$ cat src/rtl/core/pesw_pkg.sv
`timescale 1ns / 1ps
// Package for the polygon edge span walker: field widths, fixed-point
// constants and default parameter values. No dependencies.
package pesw_pkg;

   localparam int SLOPE_FRAC_BITS_DEF = 16;   // fractional bits of the inverse slope
   localparam int MAX_ROWS            = 64;   // rows at or above this are dropped

   localparam int X_W     = 12;               // vertex x, eighths of a pixel
   localparam int Y_W     = 9;                // vertex y, eighths of a row
   localparam int ROW_W   = 7;                // row index including the value 64
   localparam int OROW_W  = 6;                // row index on the result port
   localparam int CX_W    = 11;               // signed crossing x on the result port
   localparam int DIFF_W  = 11;               // signed row offset times eight
   localparam int HEAD_W  = 24;               // guard bits above the binary point
   localparam int SUB_FRAC = 3;               // vertex fractional bits

   localparam int CROSS_MAX = 1023;
   localparam int CROSS_MIN = -1024;

endpackage

$ cat src/rtl/core/polygon_edge_span_walker.sv
`timescale 1ns / 1ps
// A start request, an edge that crosses no row and an edge with no row below MAX_ROWS give
// no crossing and leave the walker idle. Any other line-to request runs 12+SLOPE_FRAC_BITS
// divide steps, a sign step, 11 multiply steps and a base step; the walk state then loads
// the crossings into the result register, one per cycle while the result side does not stall.
// Requests stall until the final crossing is loaded. Reset (synchronous, active high) clears
// the sequencer, result valid, point and mode.
module polygon_edge_span_walker #(
   parameter int SLOPE_FRAC_BITS = pesw_pkg::SLOPE_FRAC_BITS_DEF
) (
   input  logic                          clock,
   input  logic                          reset,
   input  logic                          req_valid,
   output logic                          req_stall,
   input  logic                          req_cmd,
   input  logic [pesw_pkg::X_W-1:0]      req_pt_x,
   input  logic [pesw_pkg::Y_W-1:0]      req_pt_y,
   input  logic                          req_fill_clockwise,
   output logic                          rsp_valid,
   input  logic                          rsp_stall,
   output logic [pesw_pkg::OROW_W-1:0]   rsp_row,
   output logic signed [pesw_pkg::CX_W-1:0] rsp_cross_x,
   output logic                          rsp_transition,
   output logic                          rsp_last
);
   import pesw_pkg::*;

   localparam int F   = SLOPE_FRAC_BITS;
   localparam int AW  = F + HEAD_W;          // datapath width
   localparam int QW  = X_W + F;             // dividend and quotient width
   localparam int CW  = $clog2(QW);          // step counter width
   localparam int YSW = Y_W + 1;

   typedef enum logic [5:0] {
      ST_IDLE = 6'b000001,
      ST_DIV  = 6'b000010,
      ST_QNEG = 6'b000100,
      ST_MUL  = 6'b001000,
      ST_BASE = 6'b010000,
      ST_WALK = 6'b100000
   } state_type;

   state_type             state_ff, state_in;
   logic [CW-1:0]         cnt_ff, cnt_in;
   logic [X_W-1:0]        cur_x_ff, cur_x_in;
   logic [Y_W-1:0]        cur_y_ff, cur_y_in;
   logic                  cw_mode_ff, cw_mode_in;
   logic [QW-1:0]         num_ff, num_in;
   logic [Y_W-1:0]        den_ff, den_in;
   logic [Y_W-1:0]        rem_ff, rem_in;
   logic                  qneg_ff, qneg_in;
   logic [AW-1:0]         inv_ff, inv_in;
   logic [AW-1:0]         mcand_ff, mcand_in;
   logic [DIFF_W-1:0]     mul_ff, mul_in;
   logic [AW-1:0]         acc_ff, acc_in;
   logic [AW-1:0]         base_ff, base_in;
   logic [AW-1:0]         x_ff, x_in;
   logic [ROW_W-1:0]      row_ff, row_in;
   logic [ROW_W-1:0]      stop_ff, stop_in;
   logic                  trans_ff, trans_in;
   logic                  out_valid_ff, out_valid_in;
   logic [OROW_W-1:0]     out_row_ff, out_row_in;
   logic [CX_W-1:0]       out_cx_ff, out_cx_in;
   logic                  out_trans_ff, out_trans_in;
   logic                  out_last_ff, out_last_in;

   // shared adder / subtractor
   logic [AW-1:0]         op_a, op_b, alu_sum;
   logic                  op_sub;

   // request decode
   logic                  accept;
   logic [YSW-1:0]        ysum_a, ysum_b;
   logic [ROW_W-1:0]      row_a, row_b, row_lo, row_hi, row_stop;
   logic signed [YSW-1:0] dy;
   logic signed [X_W:0]   dx;
   logic [Y_W-1:0]        dy_mag;
   logic [X_W-1:0]        dx_mag;
   logic [X_W:0]          cx_bias;
   logic signed [DIFF_W-1:0] row_off;
   logic                  walk_go;

   // division step
   logic [Y_W:0]          trial;

   // crossing
   logic signed [HEAD_W-1:0] x_int;
   logic [CX_W-1:0]       cx_sat;
   logic                  load_out;
   logic                  is_last;

   assign req_stall = (state_ff != ST_IDLE);
   assign accept    = req_valid && !req_stall;

   assign ysum_a  = {1'b0, cur_y_ff} + YSW'(4);
   assign ysum_b  = {1'b0, req_pt_y} + YSW'(4);
   assign row_a   = ysum_a[YSW-1:SUB_FRAC];
   assign row_b   = ysum_b[YSW-1:SUB_FRAC];
   assign dy      = $signed({1'b0, req_pt_y}) - $signed({1'b0, cur_y_ff});
   assign dx      = $signed({1'b0, req_pt_x}) - $signed({1'b0, cur_x_ff});
   assign dy_mag  = dy[YSW-1] ? Y_W'(-dy) : dy[Y_W-1:0];
   assign dx_mag  = dx[X_W]   ? X_W'(-dx) : dx[X_W-1:0];
   assign row_lo  = dy[YSW-1] ? row_b : row_a;
   assign row_hi  = dy[YSW-1] ? row_a : row_b;
   assign row_stop = (row_hi < ROW_W'(MAX_ROWS)) ? row_hi : ROW_W'(MAX_ROWS);
   assign walk_go = (row_a != row_b) && (row_lo < row_stop);
   assign row_off = $signed({1'b0, row_lo, {SUB_FRAC{1'b0}}})
                  - $signed({{(DIFF_W-Y_W){1'b0}}, cur_y_ff});
   // half-pixel rounding bias folded into the start x: (x + 4) << (F-3)
   assign cx_bias = {1'b0, cur_x_ff} + (X_W+1)'(4);

   assign trial = {rem_ff, num_ff[QW-1]};

   always_comb begin
      op_a   = '0;
      op_b   = '0;
      op_sub = 1'b0;
      case (state_ff)
         ST_DIV: begin
            op_a   = AW'(trial);
            op_b   = AW'(den_ff);
            op_sub = 1'b1;
         end
         ST_QNEG: begin
            op_b   = AW'(num_ff);
            op_sub = qneg_ff;
         end
         ST_MUL: begin
            op_a   = acc_ff;
            op_b   = mcand_ff;
            // the top bit of the row offset carries negative weight
            op_sub = (cnt_ff == '0);
         end
         ST_BASE: begin
            op_a = base_ff;
            op_b = AW'($signed(acc_ff) >>> SUB_FRAC);
         end
         ST_WALK: begin
            op_a = x_ff;
            op_b = inv_ff;
         end
         default: begin
            op_a = '0;
         end
      endcase
   end

   assign alu_sum = op_a + (op_b ^ {AW{op_sub}}) + AW'(op_sub);

   assign x_int = $signed(x_ff[AW-1:F]);
   always_comb begin
      if (x_int > HEAD_W'(CROSS_MAX)) begin
         cx_sat = CX_W'(CROSS_MAX);
      end else if (x_int < HEAD_W'(CROSS_MIN)) begin
         cx_sat = CX_W'(CROSS_MIN);
      end else begin
         cx_sat = x_int[CX_W-1:0];
      end
   end

   assign load_out = (state_ff == ST_WALK) && (!out_valid_ff || !rsp_stall);
   assign is_last  = ((row_ff + ROW_W'(1)) == stop_ff);

   always_comb begin
      state_in     = state_ff;
      cnt_in       = cnt_ff;
      cur_x_in     = cur_x_ff;
      cur_y_in     = cur_y_ff;
      cw_mode_in   = cw_mode_ff;
      num_in       = num_ff;
      den_in       = den_ff;
      rem_in       = rem_ff;
      qneg_in      = qneg_ff;
      inv_in       = inv_ff;
      mcand_in     = mcand_ff;
      mul_in       = mul_ff;
      acc_in       = acc_ff;
      base_in      = base_ff;
      x_in         = x_ff;
      row_in       = row_ff;
      stop_in      = stop_ff;
      trans_in     = trans_ff;
      out_valid_in = out_valid_ff && rsp_stall;
      out_row_in   = out_row_ff;
      out_cx_in    = out_cx_ff;
      out_trans_in = out_trans_ff;
      out_last_in  = out_last_ff;

      case (state_ff)
         ST_IDLE: begin
            if (accept) begin
               cur_x_in = req_pt_x;
               cur_y_in = req_pt_y;
               if (!req_cmd) begin
                  cw_mode_in = req_fill_clockwise;
               end else if (walk_go) begin
                  state_in = ST_DIV;
                  cnt_in   = CW'(QW - 1);
                  num_in   = {dx_mag, {F{1'b0}}};
                  den_in   = dy_mag;
                  rem_in   = '0;
                  qneg_in  = dx[X_W] ^ dy[YSW-1];
                  mul_in   = row_off;
                  base_in  = AW'({cx_bias, {(F-SUB_FRAC){1'b0}}});
                  row_in   = row_lo;
                  stop_in  = row_stop;
                  trans_in = !(!dy[YSW-1] && cw_mode_ff);
               end
            end
         end
         ST_DIV: begin
            // restore on a negative trial, shift the quotient bit in at the bottom
            if (alu_sum[AW-1]) begin
               rem_in = trial[Y_W-1:0];
            end else begin
               rem_in = alu_sum[Y_W-1:0];
            end
            num_in = {num_ff[QW-2:0], !alu_sum[AW-1]};
            cnt_in = cnt_ff - CW'(1);
            if (cnt_ff == '0) begin
               state_in = ST_QNEG;
            end
         end
         ST_QNEG: begin
            inv_in   = alu_sum;
            mcand_in = alu_sum;
            acc_in   = '0;
            cnt_in   = CW'(DIFF_W - 1);
            state_in = ST_MUL;
         end
         ST_MUL: begin
            if (mul_ff[0]) begin
               acc_in = alu_sum;
            end
            mcand_in = {mcand_ff[AW-2:0], 1'b0};
            mul_in   = {1'b0, mul_ff[DIFF_W-1:1]};
            cnt_in   = cnt_ff - CW'(1);
            if (cnt_ff == '0) begin
               state_in = ST_BASE;
            end
         end
         ST_BASE: begin
            x_in     = alu_sum;
            state_in = ST_WALK;
         end
         ST_WALK: begin
            if (load_out) begin
               out_valid_in = 1'b1;
               out_row_in   = row_ff[OROW_W-1:0];
               out_cx_in    = cx_sat;
               out_trans_in = trans_ff;
               out_last_in  = is_last;
               x_in         = alu_sum;
               row_in       = row_ff + ROW_W'(1);
               if (is_last) begin
                  state_in = ST_IDLE;
               end
            end
         end
         default: begin
            state_in = ST_IDLE;
         end
      endcase
   end

   always_ff @(posedge clock) begin
      if (reset) begin
         state_ff     <= ST_IDLE;
         cur_x_ff     <= '0;
         cur_y_ff     <= '0;
         cw_mode_ff   <= 1'b0;
         out_valid_ff <= 1'b0;
      end else begin
         state_ff     <= state_in;
         cur_x_ff     <= cur_x_in;
         cur_y_ff     <= cur_y_in;
         cw_mode_ff   <= cw_mode_in;
         out_valid_ff <= out_valid_in;
      end
   end

   always_ff @(posedge clock) begin
      cnt_ff       <= cnt_in;
      num_ff       <= num_in;
      den_ff       <= den_in;
      rem_ff       <= rem_in;
      qneg_ff      <= qneg_in;
      inv_ff       <= inv_in;
      mcand_ff     <= mcand_in;
      mul_ff       <= mul_in;
      acc_ff       <= acc_in;
      base_ff      <= base_in;
      x_ff         <= x_in;
      row_ff       <= row_in;
      stop_ff      <= stop_in;
      trans_ff     <= trans_in;
      out_row_ff   <= out_row_in;
      out_cx_ff    <= out_cx_in;
      out_trans_ff <= out_trans_in;
      out_last_ff  <= out_last_in;
   end

   assign rsp_valid      = out_valid_ff;
   assign rsp_row        = out_row_ff;
   assign rsp_cross_x    = $signed(out_cx_ff);
   assign rsp_transition = out_trans_ff;
   assign rsp_last       = out_last_ff;

`ifndef SYNTHESIS
   a_div_nonzero: assert property (@(posedge clock) disable iff (reset)
      (state_ff == ST_DIV) |-> (den_ff != '0))
      else $error("divide step with zero row span");

   a_div_to_sign: assert property (@(posedge clock) disable iff (reset)
      (state_ff == ST_DIV && cnt_ff == '0) |=> (state_ff == ST_QNEG))
      else $error("divider did not hand over after its last step");

   a_walk_in_range: assert property (@(posedge clock) disable iff (reset)
      (state_ff == ST_WALK) |-> (row_ff < stop_ff))
      else $error("walk row reached its stop row");

   a_last_ends_walk: assert property (@(posedge clock) disable iff (reset)
      (load_out && is_last) |=> (state_ff == ST_IDLE && rsp_valid && rsp_last))
      else $error("final crossing did not end the edge");
`endif

endmodule
$ cat config.mk
export PLATFORM = sky130hd
export DESIGN_NAME = polygon_edge_span_walker
export DESIGN_NICKNAME = d
export VERILOG_FILES = /design/src/rtl/core/pesw_pkg.sv /design/src/rtl/core/polygon_edge_span_walker.sv
export SDC_FILE = /design/constraint.sdc
export NUM_CORES = 1
export LEC_CHECK = 0
export BUFFER_PORTS_ARGS = -buffer_cell sky130_fd_sc_hd__buf_2
export CORE_UTILIZATION = 45
export DETAILED_ROUTE_END_ITERATION = 16
export GPL_TIMING_DRIVEN = 1
export HOLD_SLACK_MARGIN = 0.1
export PLACE_DENSITY_LB_ADDON = 0.08
export SYNTH_ARGS = -nofsm -noshare
export SYNTH_HDL_FRONTEND = slang
export SYNTH_SLANG_ARGS = --single-unit
$ cat constraint.sdc
create_clock -name clock -period 14.5 [get_ports clock]
set_input_delay 2.9 -clock clock [delete_from_list [all_inputs] [get_ports clock]]
set_output_delay 2.9 -clock clock [all_outputs]
set_load 0.005 [all_outputs]
==> summary.txt <==
Floorplan
  • Die width: 196 um
  • Die Area: a little under 0.04 mm^2
  • Die Ht: 196 um
  • Starting Density: 0.462
  • Placement row count: 70
  • Ports: 48
  • Core area: 0.0369 mm^2

Min path
  • Worst min-delay path category: flop to flop
  • Hold Startpoint: trans_ff
  • Hold worst-path end: rsp_transition
  • Hold Path Depth: 0

STA
  • Fin worst setup slack: 7.63 ns
  • Worst slew pin tran: 1.20 ns
  • Unrepaired setup endpoints after global routing: false
  • Final Cycle Share: 0.474
  • Max frequency: around 0.15 GHz
  • Min cycle time layout: 6.87 ns
  • Fin. max-slew vios: 0
  • Final hold violations: 0
  • Final setup viols: 0
  • Fin Clk Skew: about 0.021 ns
  • Setup TNS: 0 ns
  • Worst slew margin: 0.193

Power and ir drop
  • PD cells: 117 mW/mm^2
  • Worst vdd ir: ~0.00010 V
  • Leak Pwr: about 7.5 nW

Job
  • MaxCap Viol Count: 0

Setup path
  • CP Capture Type: flop
  • CP required: 14.65 ns
  • CP arrival: ~7 ns
  • Reg2Reg Launch Point: state_ff[5]
  • Crit start category: primary input
  • Crit Reg-Reg Endpoint: mcand_ff[38]
  • R2R setup slack: 7.77 ns
  • R2R cell count: 16
  • Crit Path Class: primary input to flop
  • Critical Path Fanout Max: 37

Clock tree
  • Max clock buf depth: 3
  • Worst-path clk slew: 0.06 ns
  • Clock Latency Late Sink: 0.55 ns
  • CTS tree: built
  • Post-CTS setup buffers: 0
  • CTS Hold Bufs: 0
  • Clock Sinks: 299
  • Post-CTS Resized: 0
  • H-tree Lvls: 2
  • Clock root buffer: clkbuf_16
  • CTS Buf Count: 35

Final layout
  • Fin cells: 2,187
  • Final instance area: around 0.019 mm^2
  • Final core utilization: 0.512
  • Antenna Cells: 0
  • Area growth syn-to-layout: 10.9%
  • Share of cells above drive strength 1: 0.0879
  • Final Net Count: about 1,800

Detailed routing
  • # DRC: 0
  • Met3 wire length: 2620 um
  • Vias per inst: 5.65
  • Post-DRT Antenna Nets: 0
  • Drt pass-1 iters: 9
  • Drt wl/cell: slightly above 20 um
  • Metal-1 WL: 20,800 um
  • Max Used Layer: met4
  • Initial DRC Count: 964
  • Routed vias: between 10,000 and 15,000
  • Detailed Route WL: 44,500 um
  • DR WL met2: 20,300 um

Yosys
  • Cell with the most instances after synthesis: edfxtp_1
  • Seq/Total Area, Yosys: 0.511
  • Mean area per synthesized cell: 10.5 um^2
  • Post-synth top cells: 270 x edfxtp_1, 196 x nand2_1, 113 x inv_1
  • Number of synthesized flops with an enable pin: 270
  • Yosys reg bits: 299
  • Synth area leaders: edfxtp_1 48%, ha_1 5.9%, xnor2_1 5.2%
  • Synth warn: 0
  • Synth cell types: 68
  • Post-Synthesis Cell Area: 0.0170 mm^2
  • Post-synth top area share: 0.476
  • Post-synth top flop: edfxtp_1
  • Post-synth ARST share: 0
  • Yosys top cell by area: edfxtp_1
  • Mapped Cells: about 1,600
  • Syn_nets: 1,735

GRT
  • First-pass GRT wire length: 69,900 um
  • Vias in the first global route: 12,300
  • Largest net degree at the start of global routing: between 60 and 70
  • GRT overflow: 0
  • Tot GR Track Use: 0.235
  • Initial antenna violation count: 0

Placement
  • Dpl hpwl: 30,400 um
  • DP Worst Slack: around 7 ns
  • Placed cell areas: approximately 0.018 mm^2
  • IO Port Bufs: between 40 and 50
  • Cells after DPL: approximately 2,100
  • RD Place Congestion: 0.858

Outcome
  • Outcome: finished, final reports clean
==> critical path: stages <==
cell	delay, ns
buf_2	0.12
ha_1	0.28
nor2b_1	0.12
o21ai_0	0.17
a21oi_1	0.11
o21ai_0	0.21
a21oi_1	0.16
a31o_2	0.41
or3_1	0.40
o31a_1	0.12
ha_1	0.30
nor2b_1	0.13
o21ai_0	0.16
o211ai_1	0.11
a41oi_1	0.25
o211ai_1	0.22
nand2_2	0.82
==> layout make-up <==
class	count	area, um^2
fill	3390	18000
sequential	299	8690
multi-input combinational	1142	7710
clock buffer	43	906
tap	504	631
inverter	114	428
timing repair buffer	67	383
clock inverter	18	118
==> metal layers <==
layer	vias up	global-route usage
li1	6042	-
met1	5924	0.331
met2	329	0.378
met3	52	0.0363
met4	0	0.0576
met5	-	0
==> stage by stage <==
step	hold WS, ns	power [mW]
after floorplan	0.400	1.30
after global placement	0.404	1.40
after detailed placement	0.416	1.40
after CTS	0.423	2.22
after global routing	0.427	2.29
final	0.422	2.20
==> cells in the final DEF (no fill, tap or decap), drive strengths merged, types with 8 or more instances in the layout <==
cell type / count
and2: 21
a22oi: 34
a222oi: 34
nor2: 90
a21o: 35
a21oi: 98
nand3: 43
clkinv: 13
o211ai: 11
inv: 117
o21bai: 13
buf: 66
a22o: 16
nor2b: 15
or3: 8
clkbuf: 44
a31oi: 17
o21ai: 84
and3: 15
xor2: 48
nor4: 8
xnor2: 101
dfxtp: 29
nor3: 26
edfxtp: 270
ha: 80
nand2: 197
o21a: 20
nand4: 14
o31ai: 9
mux2i: 16
==> cells by family (layout without fill, tap and decap cells) <==
group	Yosys count	count (layout)	share of synthesized area
xor+xnor	150	150	0.0780
fa+ha+maj	83	83	0.0623
compound gates	416	416	0.165
buf+inv	184	242	0.0409
simple gates	470	470	0.129
flops	299	299	0.511
mux	23	23	0.0143
==> state kept, by name, indices dropped and copies added, names as in the netlist, 5 cells and up <==
name / cells
mcand_ff: 40
cur_x_ff: 12
row_ff: 7
den_ff: 9
acc_ff: 40
state_ff: 6
stop_ff: 7
mul_ff: 11
base_ff: 13
rsp_row: 6
inv_ff: 40
num_ff: 28
cur_y_ff: 9
cnt_ff: 5
rem_ff: 9
rsp_cross_x: 11
x_ff: 40
==> where the power goes <==
part	switching, mW	internal, mW
sequential	0.0378	1.01
combinational	0.204	0.133
clock	0.352	0.462
==> how the worst max path moves through the flow <==
stage                           start  depth (start not counted)  slack (ns)         to
after detailed placement  req_pt_y[1]                         17        7.08  num_ff[7]
after CTS                 req_pt_y[1]                         17        7.64  rem_ff[7]
after global placement    req_pt_y[1]                         17        7.15  rem_ff[8]
final                     req_pt_y[1]                         17        7.63  rem_ff[7]
after floorplan           req_pt_y[1]                         17        7.50  num_ff[0]
after global routing      req_pt_y[1]                         17        7.15  rem_ff[7]
Note: power is estimated with default switching activity, not from simulation.
